## config.mk

```make
export PLATFORM = sky130hd
export DESIGN_NAME = wildcard_byte_pattern_scanner_core
export DESIGN_NICKNAME = d
export VERILOG_FILES = /design/src/wbps_pkg.sv /design/src/wildcard_byte_pattern_scanner_core.sv /design/src/wbps_sig_store.sv /design/src/wbps_matcher.sv
export VERILOG_INCLUDE_DIRS = /design/src /design/src/src
export SDC_FILE = /design/constraint.sdc
export NUM_CORES = 2
export LEC_CHECK = 0
export ABC_AREA = 0
export BUFFER_PORTS_ARGS = -buffer_cell sky130_fd_sc_hd__buf_2
export CORE_MARGIN = 10
export CORE_UTILIZATION = 59
export CTS_CLUSTER_DIAMETER = 50
export DETAILED_ROUTE_END_ITERATION = 7
export PLACE_DENSITY = 0.78
export SLEW_MARGIN = 20
export SYNTH_ARGS = -nofsm -noshare
export SYNTH_HDL_FRONTEND = slang
export SYNTH_SLANG_ARGS = --single-unit
export TNS_END_PERCENT = 100
```

## constraint.sdc

```tcl
create_clock -name clk -period 12.3 [get_ports clk]
set_input_delay 1.23 -clock clk [delete_from_list [all_inputs] [get_ports clk]]
set_output_delay 1.23 -clock clk [all_outputs]
set_load 0.02 [all_outputs]
```

## src/assert_macros.svh

```systemverilog
// assertion macros used by the scanner core
`ifndef ASSERT_MACROS_SVH
`define ASSERT_MACROS_SVH

// same-cycle implication, sampled on clk, off while in reset
`define ASSERT_SAME(lbl, ante, cons, msg) \
    lbl: assert property (@(posedge clk) disable iff (!rst_n) (ante) |-> (cons)) \
        else $error(msg);

// next-cycle implication, sampled on clk, off while in reset
`define ASSERT_NEXT(lbl, ante, cons, msg) \
    lbl: assert property (@(posedge clk) disable iff (!rst_n) (ante) |=> (cons)) \
        else $error(msg);

`endif

```

## src/wbps_pkg.sv

```systemverilog
// shared types and constants of the wildcard byte pattern scanner
package wbps_pkg;

    // default for the largest usable signature length
    localparam int PATTERN_MAX_DEF = 32;
    // hard limit of the signature store
    localparam int SIG_LIMIT = 32;

    // fixed field widths
    localparam int BYTE_W   = 8;
    localparam int INDEX_W  = 5;
    localparam int CFG_W    = 6;
    localparam int OFFSET_W = 32;

    typedef logic [BYTE_W-1:0] byte_t;

    // item kinds
    typedef enum logic
    {
        OP_LOAD = 1'b0,
        OP_SCAN = 1'b1
    } opcode_t;

endpackage

```

## src/wildcard_byte_pattern_scanner_core.sv

```systemverilog
// top level of the wildcard byte pattern scanner
//
// Input channel (in_valid / in_stall) carries one item per transfer: either a
// signature load (opcode 0: entry_index, entry_value, entry_wildcard) or one
// image byte to scan (opcode 1: data_byte, last_byte). The output channel
// (out_valid / out_stall) carries at most one result per image: matched=1 with
// the start offset at the first full match, or matched=0 with offset 0 when
// the last byte passes without a match. cfg_wr_en / cfg_wr_data set the
// signature length; write it only while no item is in flight.
// An item taken sits in the input register; its result is registered in the
// output register and is transferred from there while out_stall is low.
// Throughput: one item per cycle; the window shift, the per-entry alignment
// mux and the masked compare all sit in one register-to-register path.
// The input register only holds when a result is due and the output register
// is still full and stalled; in_stall then rises and everything holds.
// Reset clears the signature to zero bytes without wildcards, sets the
// length to 1, empties both registers and rearms the scan.
module wildcard_byte_pattern_scanner_core
    import wbps_pkg::*;
#(
    parameter int PATTERN_MAX = PATTERN_MAX_DEF
)
(
    input  logic                clk,
    input  logic                rst_n,
    // configuration
    input  logic                cfg_wr_en,
    input  logic [CFG_W-1:0]    cfg_wr_data,
    // input channel
    input  logic                in_valid,
    output logic                in_stall,
    input  logic                opcode,
    input  logic [INDEX_W-1:0]  entry_index,
    input  logic [BYTE_W-1:0]   entry_value,
    input  logic                entry_wildcard,
    input  logic [BYTE_W-1:0]   data_byte,
    input  logic                last_byte,
    // output channel
    output logic                out_valid,
    input  logic                out_stall,
    output logic                matched,
    output logic [OFFSET_W-1:0] match_offset
);

    `include "assert_macros.svh"

    localparam int SIG_DEPTH = (PATTERN_MAX < SIG_LIMIT) ? PATTERN_MAX : SIG_LIMIT;
    localparam int LEN_W     = $clog2(SIG_DEPTH + 1);
    localparam logic [OFFSET_W-1:0] POS_MAX = '1;

    // effective signature length register
    logic [LEN_W-1:0] eff_len_reg;
    logic [LEN_W-1:0] eff_len_next;

    // input register
    logic               s1_valid_reg;
    opcode_t            s1_op_reg;
    logic [INDEX_W-1:0] s1_index_reg;
    byte_t              s1_value_reg;
    logic               s1_wild_reg;
    byte_t              s1_data_reg;
    logic               s1_last_reg;

    // scan state
    logic [OFFSET_W-1:0] pos_reg;
    logic [OFFSET_W-1:0] pos_next;
    logic                found_reg;

    // output register
    logic                out_valid_reg;
    logic                matched_reg;
    logic [OFFSET_W-1:0] offset_reg;

    logic                 in_take;
    logic                 is_scan;
    logic                 shift_en;
    logic                 hit;
    logic                 hit_flag;
    logic                 produce;
    logic                 out_free;
    logic                 advance;
    byte_t                sig_bytes [SIG_DEPTH];
    logic [SIG_DEPTH-1:0] sig_wild;

    // length clamp: zero acts as one, long values stop at the store depth
    always_comb
    begin
        if (cfg_wr_data == '0)
        begin
            eff_len_next = LEN_W'(1);
        end
        else if (32'(cfg_wr_data) > 32'(SIG_DEPTH))
        begin
            eff_len_next = LEN_W'(SIG_DEPTH);
        end
        else
        begin
            eff_len_next = LEN_W'(cfg_wr_data);
        end
    end

    // scan decisions for the item in the input register
    assign is_scan  = s1_valid_reg && (s1_op_reg == OP_SCAN);
    assign shift_en = advance && is_scan && !found_reg;
    assign pos_next = (pos_reg == POS_MAX) ? pos_reg : (pos_reg + OFFSET_W'(1));
    assign hit_flag = hit && (pos_next >= OFFSET_W'(eff_len_reg));
    assign produce  = is_scan && !found_reg && (hit_flag || s1_last_reg);

    // handshake: the pipe holds only when a result waits on a full, stalled output
    assign out_free = !out_valid_reg || !out_stall;
    assign advance  = s1_valid_reg && (!produce || out_free);
    assign in_stall = s1_valid_reg && !advance;
    assign in_take  = in_valid && !in_stall;

    wbps_sig_store #(
        .SIG_DEPTH      (SIG_DEPTH)
    ) u_sig_store (
        .clk            (clk),
        .rst_n          (rst_n),
        .load_en        (advance && (s1_op_reg == OP_LOAD)),
        .entry_index    (s1_index_reg),
        .entry_value    (s1_value_reg),
        .entry_wildcard (s1_wild_reg),
        .sig_bytes      (sig_bytes),
        .sig_wild       (sig_wild)
    );

    wbps_matcher #(
        .SIG_DEPTH (SIG_DEPTH),
        .LEN_W     (LEN_W)
    ) u_matcher (
        .clk       (clk),
        .shift_en  (shift_en),
        .data_byte (s1_data_reg),
        .eff_len   (eff_len_reg),
        .sig_bytes (sig_bytes),
        .sig_wild  (sig_wild),
        .hit       (hit)
    );

    // length register
    always_ff @(posedge clk or negedge rst_n)
    begin
        if (!rst_n)
        begin
            eff_len_reg <= LEN_W'(1);
        end
        else if (cfg_wr_en)
        begin
            eff_len_reg <= eff_len_next;
        end
    end

    // input register control
    always_ff @(posedge clk or negedge rst_n)
    begin
        if (!rst_n)
        begin
            s1_valid_reg <= 1'b0;
        end
        else if (in_take)
        begin
            s1_valid_reg <= 1'b1;
        end
        else if (advance)
        begin
            s1_valid_reg <= 1'b0;
        end
    end

    // input register payload
    always_ff @(posedge clk)
    begin
        if (in_take)
        begin
            s1_op_reg    <= opcode_t'(opcode);
            s1_index_reg <= entry_index;
            s1_value_reg <= entry_value;
            s1_wild_reg  <= entry_wildcard;
            s1_data_reg  <= data_byte;
            s1_last_reg  <= last_byte;
        end
    end

    // position count and found flag, last byte rearms
    always_ff @(posedge clk or negedge rst_n)
    begin
        if (!rst_n)
        begin
            pos_reg   <= '0;
            found_reg <= 1'b0;
        end
        else if (advance && is_scan)
        begin
            if (s1_last_reg)
            begin
                pos_reg   <= '0;
                found_reg <= 1'b0;
            end
            else if (!found_reg)
            begin
                pos_reg <= pos_next;
                if (hit_flag)
                begin
                    found_reg <= 1'b1;
                end
            end
        end
    end

    // output register control
    always_ff @(posedge clk or negedge rst_n)
    begin
        if (!rst_n)
        begin
            out_valid_reg <= 1'b0;
        end
        else if (advance && produce)
        begin
            out_valid_reg <= 1'b1;
        end
        else if (!out_stall)
        begin
            out_valid_reg <= 1'b0;
        end
    end

    // output register payload
    always_ff @(posedge clk)
    begin
        if (advance && produce)
        begin
            matched_reg <= hit_flag;
            offset_reg  <= hit_flag ? (pos_next - OFFSET_W'(eff_len_reg)) : '0;
        end
    end

    assign out_valid    = out_valid_reg;
    assign matched      = matched_reg;
    assign match_offset = offset_reg;

    // a no-match result never carries an offset
    `ASSERT_SAME(a_nomatch_zero, out_valid_reg && !matched_reg, offset_reg == '0,
        "no-match result with nonzero offset")

    // a match before the image end blocks further results of that image
    `ASSERT_NEXT(a_found_set, advance && produce && hit_flag && !s1_last_reg, found_reg,
        "found flag not set after a match")

    // the position only moves forward until the image ends
    `ASSERT_NEXT(a_pos_mono, !(advance && is_scan && s1_last_reg),
        pos_reg >= $past(pos_reg), "byte position went backward")

endmodule

```

## src/wbps_sig_store.sv

```systemverilog
// signature store: expected bytes and wildcard flags, written by load items
module wbps_sig_store
    import wbps_pkg::*;
#(
    parameter int SIG_DEPTH = PATTERN_MAX_DEF
)
(
    input  logic                 clk,
    input  logic                 rst_n,
    input  logic                 load_en,
    input  logic [INDEX_W-1:0]   entry_index,
    input  byte_t                entry_value,
    input  logic                 entry_wildcard,
    output byte_t                sig_bytes [SIG_DEPTH],
    output logic [SIG_DEPTH-1:0] sig_wild
);

    byte_t                sig_bytes_reg [SIG_DEPTH];
    logic [SIG_DEPTH-1:0] sig_wild_reg;

    // per-entry write decode, indexes beyond the store are dropped
    always_ff @(posedge clk or negedge rst_n)
    begin
        if (!rst_n)
        begin
            for (int j = 0; j < SIG_DEPTH; j++)
            begin
                sig_bytes_reg[j] <= '0;
            end
            sig_wild_reg <= '0;
        end
        else
        begin
            for (int j = 0; j < SIG_DEPTH; j++)
            begin
                if (load_en && (32'(entry_index) == 32'(j)))
                begin
                    sig_bytes_reg[j] <= entry_value;
                    sig_wild_reg[j]  <= entry_wildcard;
                end
            end
        end
    end

    assign sig_bytes = sig_bytes_reg;
    assign sig_wild  = sig_wild_reg;

endmodule

```

## src/wbps_matcher.sv

```systemverilog
// sliding byte window and parallel masked compare against the signature
module wbps_matcher
    import wbps_pkg::*;
#(
    parameter int SIG_DEPTH = PATTERN_MAX_DEF,
    parameter int LEN_W     = $clog2(SIG_DEPTH + 1)
)
(
    input  logic                 clk,
    input  logic                 shift_en,
    input  byte_t                data_byte,
    input  logic [LEN_W-1:0]     eff_len,
    input  byte_t                sig_bytes [SIG_DEPTH],
    input  logic [SIG_DEPTH-1:0] sig_wild,
    output logic                 hit
);

    localparam int AGE_W = (SIG_DEPTH > 1) ? $clog2(SIG_DEPTH) : 1;

    // window by age: entry 0 is the newest byte
    byte_t win_reg  [SIG_DEPTH];
    byte_t win_next [SIG_DEPTH];

    // window as it stands once the incoming byte is in
    always_comb
    begin
        win_next[0] = data_byte;
        for (int a = 1; a < SIG_DEPTH; a++)
        begin
            win_next[a] = win_reg[a-1];
        end
    end

    // signature entry j lines up with the byte eff_len-1-j transfers old
    always_comb
    begin
        int age;
        hit = 1'b1;
        for (int j = 0; j < SIG_DEPTH; j++)
        begin
            age = int'(eff_len) - 1 - j;
            if (j < int'(eff_len))
            begin
                if (!sig_wild[j] && (win_next[AGE_W'(age)] != sig_bytes[j]))
                begin
                    hit = 1'b0;
                end
            end
        end
    end

    // bytes older than the current image never affect a result, no reset needed
    always_ff @(posedge clk)
    begin
        if (shift_en)
        begin
            win_reg <= win_next;
        end
    end

endmodule
```

After elaboration in Yosys (flattened, before gate mapping)
Index checks and enable logic that the tools add are counted.
{"block": "word_totals", "regBits": 634, "latch_bits": 0, "ramBits": 0, "romBits": 0, "output_inout_bits": 35, "elab_cells": 599, "n_memories": 0}
{"block": "op_classes", "addsub": 34, "mul": 0, "div": 0, "n_lt_le_gt_ge": 66, "eq_ne": 66, "shifts": 0, "muxes": 172, "bitwise": 33, "n_reduce_logical": 120}
{"op": "$bmux W8 S5", "count": 32}
{"op": "$mux W8", "count": 64}
{"op": "$ne A8 B8 Y1", "count": 32}
{"op": "$ge A5 B6 Y1 const B", "count": 32}
{"op": "$not A5 Y5", "count": 32}
{"op": "$lt A5 B6 Y1 const A", "count": 16}
{"op": "$mux W32", "count": 3}
{"op": "$eq A5 B5 Y1 const B", "count": 16}
{"op": "$sub A5 B5 Y5 const B", "count": 16}
{"op": "$logic_and A1 B1 Y1", "count": 75}
{"op": "$mux W1", "count": 71}
{"op": "$lt A4 B6 Y1 const A", "count": 8}
{"op": "$eq A5 B4 Y1 const B", "count": 8}
{"op": "$sub A5 B4 Y5 const B", "count": 8}
{"op": "$logic_not A1 Y1", "count": 38}
{"op": "$add A32 B1 Y32 const B", "count": 1}
{"op": "$eq A32 B32 Y1 const B", "count": 1}
{"op": "$ge A32 B6 Y1", "count": 1}
{"op": "$sub A32 B6 Y32", "count": 1}
{"op": "$lt A3 B6 Y1 const A", "count": 4}
{"op": "$eq A5 B3 Y1 const B", "count": 4}
{"op": "$sub A5 B3 Y5 const B", "count": 4}
{"op": "$lt A1 B6 Y1 const A", "count": 2}
{"op": "$lt A2 B6 Y1 const A", "count": 2}
{"op": "14 further kinds", "count": 20}

Logic depth before layout (Yosys ltp)
{"block": "logic_depth", "depth_word": 82, "ltp_mapped": 27}

By module
From an unflattened synthesis, not the netlist that was laid out.
{"block": "unflattened", "hier_cells": 3834, "hier_area_um2": 45543.7}
{"mod": "wbps_matcher", "n_inst": 1, "cells_per_inst": 2639, "area_each_um2": 29107.9, "seq_area_each_um2": 7447.1}
{"mod": "wbps_sig_store", "n_inst": 1, "cells_per_inst": 660, "area_each_um2": 10915.5, "seq_area_each_um2": 7206.9}
{"mod": "wildcard_byte_pattern_scanner_core", "n_inst": 1, "cells_per_inst": 535, "area_each_um2": 5520.3, "seq_area_each_um2": 2738.9}

Worst setup path before layout
OpenSTA, ideal clock, no wires.
{"block": "synth_timing", "path_kind": "register -> register", "start": "reg eff_len_reg[0]", "end": "reg u_matcher.win_reg (netlist bit u_matcher.win_next[0]), enable pin", "arrival_time_ns": 11.523, "required_time_ns": 11.659, "setup_slack_ns": 0.136, "path_stages_with_launch": 27, "n_path_buf": 10, "period_less_slack_ns": 12.164, "cell_sequence": "dfstp_2 > buf_6 > inv_1 > ha_1 > xnor2_1 > buf_6 > clkbuf_1 > clkbuf_1 > ha_1 > clkbuf_1 > clkbuf_1 > clkbuf_1 > buf_1 > mux4_2 > xor2_1 > nor4_1 > nand4_1 > o41ai_1 > a221oi_1 > nor4_1 > nand4_1 > or4_1 > buf_6 > clkinv_8 > buf_2 > o21ai_0 > and2_1"}
{"block": "synth_via", "elab_chain_cells": 79, "word_cells_on_any_way": 329, "cone_classes": "32 x add/sub; 33 x order compare; 32 x eq/ne; 160 x mux; 32 x bitwise; 40 x reduce/logical"}
{"element": "from (decl)", "line_no": "wildcard_byte_pattern_scanner_core.sv:52", "text": "logic [LEN_W-1:0] eff_len_reg;"}
{"element": "from (signal assigned)", "line_no": "wildcard_byte_pattern_scanner_core.sv:150", "text": "eff_len_reg <= eff_len_next;"}
{"element": "parallel branches: the longest is 71 deep, another holds $sub A5 B1 Y5"}
{"element": "$logic_and A1 B1 Y1 (*)", "line_no": "wildcard_byte_pattern_scanner_core.sv:106", "text": "assign hit_flag = hit && (pos_next >= OFFSET_W'(eff_len_reg));"}
{"element": "net hit_flag", "line_no": "wildcard_byte_pattern_scanner_core.sv:78", "text": "logic hit_flag;"}
{"element": "$logic_or A1 B1 Y1 (*)", "line_no": "wildcard_byte_pattern_scanner_core.sv:107", "text": "assign produce = is_scan && !found_reg && (hit_flag || s1_last_reg);"}
{"element": "$logic_and A1 B1 Y1 (*)", "line_no": "wildcard_byte_pattern_scanner_core.sv:107"}
{"element": "$logic_not A1 Y1 (*)", "line_no": "wildcard_byte_pattern_scanner_core.sv:111", "text": "assign advance = s1_valid_reg && (!produce || out_free);"}
{"element": "$logic_or A1 B1 Y1 (*)", "line_no": "wildcard_byte_pattern_scanner_core.sv:111"}
{"element": "$logic_and A1 B1 Y1 (*)", "line_no": "wildcard_byte_pattern_scanner_core.sv:111"}
{"element": "$logic_and A1 B1 Y1 (*) (2 in a row)", "line_no": "wildcard_byte_pattern_scanner_core.sv:104", "text": "assign shift_en = advance && is_scan && !found_reg;"}
{"element": "net shift_en", "line_no": "wildcard_byte_pattern_scanner_core.sv:76", "text": "logic shift_en;"}
{"element": "to (signal assigned)", "line_no": "wbps_matcher.sv:57", "text": "win_reg <= win_next;"}
{"element": "to (decl)", "line_no": "wbps_matcher.sv:21", "text": "byte_t win_reg [SIG_DEPTH];"}
Mark *: on every way through the listed nets, which the timed path passes. The select of a mux whose other input is x is not followed.
A chain may end at the register's enable or synchronous reset.

Final worst setup path
{"block": "layout_timing", "start": "reg eff_len_reg[0]", "end": "out in_stall"}
{"block": "layout_via", "elab_chain_cells": 79, "word_cells_on_any_way": 329, "cone_classes": "32 x add/sub; 33 x order compare; 32 x eq/ne; 160 x mux; 32 x bitwise; 40 x reduce/logical"}
{"element": "parallel branches: the longest is 71 deep, another holds $sub A5 B1 Y5"}
{"element": "$logic_and A1 B1 Y1 (*)", "line_no": "wildcard_byte_pattern_scanner_core.sv:106"}
{"element": "$logic_or A1 B1 Y1 (*)", "line_no": "wildcard_byte_pattern_scanner_core.sv:107"}
{"element": "$logic_and A1 B1 Y1 (*)", "line_no": "wildcard_byte_pattern_scanner_core.sv:107"}
{"element": "$logic_not A1 Y1 (*)", "line_no": "wildcard_byte_pattern_scanner_core.sv:111"}
{"element": "$logic_or A1 B1 Y1 (*)", "line_no": "wildcard_byte_pattern_scanner_core.sv:111"}
{"element": "$logic_and A1 B1 Y1 (*)", "line_no": "wildcard_byte_pattern_scanner_core.sv:111"}
{"element": "$logic_not A1 Y1 (*)", "line_no": "wildcard_byte_pattern_scanner_core.sv:112", "text": "assign in_stall = s1_valid_reg && !advance;"}
{"element": "$logic_and A1 B1 Y1 (*)", "line_no": "wildcard_byte_pattern_scanner_core.sv:112"}
{"element": "to (decl)", "line_no": "wildcard_byte_pattern_scanner_core.sv:31", "text": "output logic in_stall,"}
Mark *: on every way between the ends. The select of a mux whose other input is x is not followed.

==> summary.md <==
| Metric | Value |
|---|---|
| Status | `completed` |
| Vias in the first global route | `31900` |
| Die height | `295 um` |
| Final worst slack | `1.94 ns` |
| Syn_nets | `3657` |
| DIE AREA | `around 87000 sq um` |
| Core Area | `around 75000 sq um` |
| Clk buf depth | `3` |
| Post-Syn Area | `44600 sq um` |
| Clock root cell | `clkbuf_16` |
| Critical Path Start Type | `flop` |
| Post-CTS setup buffers | `0` |
| Ys Warns | `0` |
| Total gr overflow | `0` |
| Overall routing resource usage | `between 30% and 40%` |
| Ratio of cells with drive above 1 in the final layout | `29.3%` |
| RSZ-0062 raised after global routing | `no` |
| Sequential area share after synthesis | `about 39%` |
| Clk pin slew, worst setup/hold paths | `0.06 ns` |
| Slew of the pin with the lowest slew margin | `~1.3 ns` |
| Post-route minimum period | `~10 ns` |
| DR iter-0 viols | `5759` |
| Slew HR | `15.5%` |
| Number of buffers created by CTS | `between 80 and 90` |
| Final core occ | `65.1%` |
| DRC Markers | `0` |
| VDD IR max | `0.127 mV` |
| First-pass GRT wire length | `223000 um` |
| Max cap viols | `0` |
| Final setup fails | `0` |
| Top-level port count | `70` |
| Setup_tns | `0 ns` |
| Placement Setup Slack | `approximately 2.4 ns` |
| Synthesis-stage register bit count | `634` |
| Cells after Synth | `3601` |
| Yosys cell types | `just under 90` |
| Non-Filler Cell Area, Final | `48600 sq um` |
| Post-CTS Hold Buffers | `0` |
| CP Capture Type | `output pin` |
| Clk_skew | `0.0657 ns` |
| Hold Slack | `0.477 ns` |
| Area grow syn2layout | `8.97%` |
| Final #Nets | `~3700` |
| ANT nets after route | `0` |
| Routed length per instance | `about 33 um` |
| Max FFs per register | `256` |
| Top cell type's share of synthesized area | `20.5%` |
| Slew Viols, Final | `0` |
| Kind of critical path | `reg -> out` |
| Via Count | `33900` |
| Final Hold Viols | `0` |
| Final std cells w/o fill | `4639` |
| Top post-synthesis cells by area | `edfxtp_1, dfrtp_1, mux4_2` |
| Final Power | `about 8.9 mW` |
| Main synth FF type | `dfrtp_1` |
| Total wire length | `around 150000 um` |
| Initial antenna violation count | `8` |
| RePlAce Congestion | `1.05` |
| Hold WC Path Type | `reg -> reg` |
| Placed inst area | `~46000 sq um` |
| Syn_area_per_cell | `12.4 sq um` |
| H-tree Lvls | `3` |
| Lkg Pwr | `18.3 nW` |
| Arr. time, crit path | `roughly 9.1 ns` |
| TritonCTS clock tree | `built` |
| Initial Utilization | `59.7%` |
| CP required | `11.07 ns` |
| Post-synth EDFFs | `about 300` |
| Clock sinks | `634` |
| HPWL Detailed | `around 110000 um` |
| Post-synth top area cell | `edfxtp_1` |
| Post_cts resized | `0` |
| Number of detailed-route iterations in the first pass | `6` |
| Num rows | `100` |
| Largest net degree at the start of global routing | `roughly 180` |
| Most frequent cells in the layout | `xnor2_1, mux2_2, mux4_2` |
| Fillers | `5483` |
| Placed insts | `4477` |
| Peak fanout along the critical path | `43` |
| Worst skew pair latency | `0.69 ns` |
| F_max | `96.5 MHz` |
| Via density per instance | `7.32` |
| Final worst-path cycle share | `84.2%` |
| IO buf count | `69` |
| Post-synthesis async set-or-reset flop share | `51.9%` |
| Chip width | `295 um` |
| Commonest non-fill, non-tap cell in the layout | `xnor2_1` |
| Pwr Density | `between 150 and 200 nW/um^2` |
critical path: stages (launching register included):
cell and delay, ns:
dfstp_4 1.01, inv_1 0.25, ha_4 0.29, xnor2_2 0.75
inv_2 0.07, ha_1 0.30, or4_1 0.45, o211a_1 0.40
nor2_4 0.61, mux4_2 0.50, xor2_1 0.18, nor4_1 0.31
a2111oi_0 0.16, a31oi_1 0.26, nor4b_1 0.89, nand4_1 0.36
or4_1 0.63, buf_4 0.29, clkinv_8 0.20, o21ai_0 0.22
nor2_1 0.14, buf_2 0.18
layer usage:
| metal | share of wire [%] | routed length [um] | vias up | global-route usage, % |
|---|---|---|---|---|
| li1 | - | - | 13900 | - |
| met1 | 37 | 56300 | 17100 | 46.3 |
| met2 | 43 | 66200 | 2503 | 50.3 |
| met3 | 13 | 19500 | 500 | 9.88 |
| met4 | 7.4 | 11400 | 8 | 21.7 |
| met5 | 0.039 | 60 | - | 0 |
cells in the mapped netlist (52+ instances only):
cell,number
a211oi_1,52
nand2_1,208
o21ai_0,86
dfrtp_1,328
xor2_1,156
nand4_1,85
mux2_2,358
mux4_2,349
clkbuf_1,124
a21oi_1,59
mux2i_1,183
nor2_1,139
edfxtp_1,305
inv_1,61
nor4_1,59
xnor2_1,391
nand3_1,85
where the power goes:
part / total (mW) / switching [mW] / internal (mW)
clock network: 2.49 / 1.07 / 1.42
logic: 3.79 / 2.14 / 1.65
registers: 2.65 / 0.228 / 2.42
cells by family after synthesis:
group,count (synthesis),share of synthesized area [%]
compound gates,425,6.79
xor+xnor,549,10.8
fa+ha+maj,21,0.606
buf+inv,305,3.15
flops,634,39.0
mux,890,30.8
simple gates,777,8.85
area by class of cell:
cell class                 count  area [sq um]  area share (%)
clock buffer                 105          2280            4.70
tap                          969          1210            2.49
multi-input combinational   2662         25900            53.3
inverter                      69           272           0.559
sequential                   634         17400            35.8
timing repair buffer         143           927            1.91
antenna                        2          5.00          0.0103
clock inverter                55           578            1.19
path summary, 6_finish.rpt:
kind	start	end	slack [ns]	depth (start not counted)
setup / recovery	eff_len_reg[0]$_DFFE_PN1P_	in_stall	1.94	21
hold / removal	u_matcher.win_next[25]$_DFFE_PP_	u_matcher.win_next[17]$_DFFE_PP_	0.48	0
setup reg to reg	eff_len_reg[0]$_DFFE_PN1P_	u_matcher.win_next[20]$_DFFE_PP_	2.36	22
hold reg to reg	u_matcher.win_next[25]$_DFFE_PP_	u_matcher.win_next[17]$_DFFE_PP_	0.48	0
max in group asynchronous	rst_n	u_sig_store.sig_bytes[162]$_DFFE_PN0P_	9.64	3
min in group asynchronous	rst_n	u_sig_store.sig_bytes[217]$_DFFE_PN0P_	0.58	1
(Power assumes the default switching activity.)
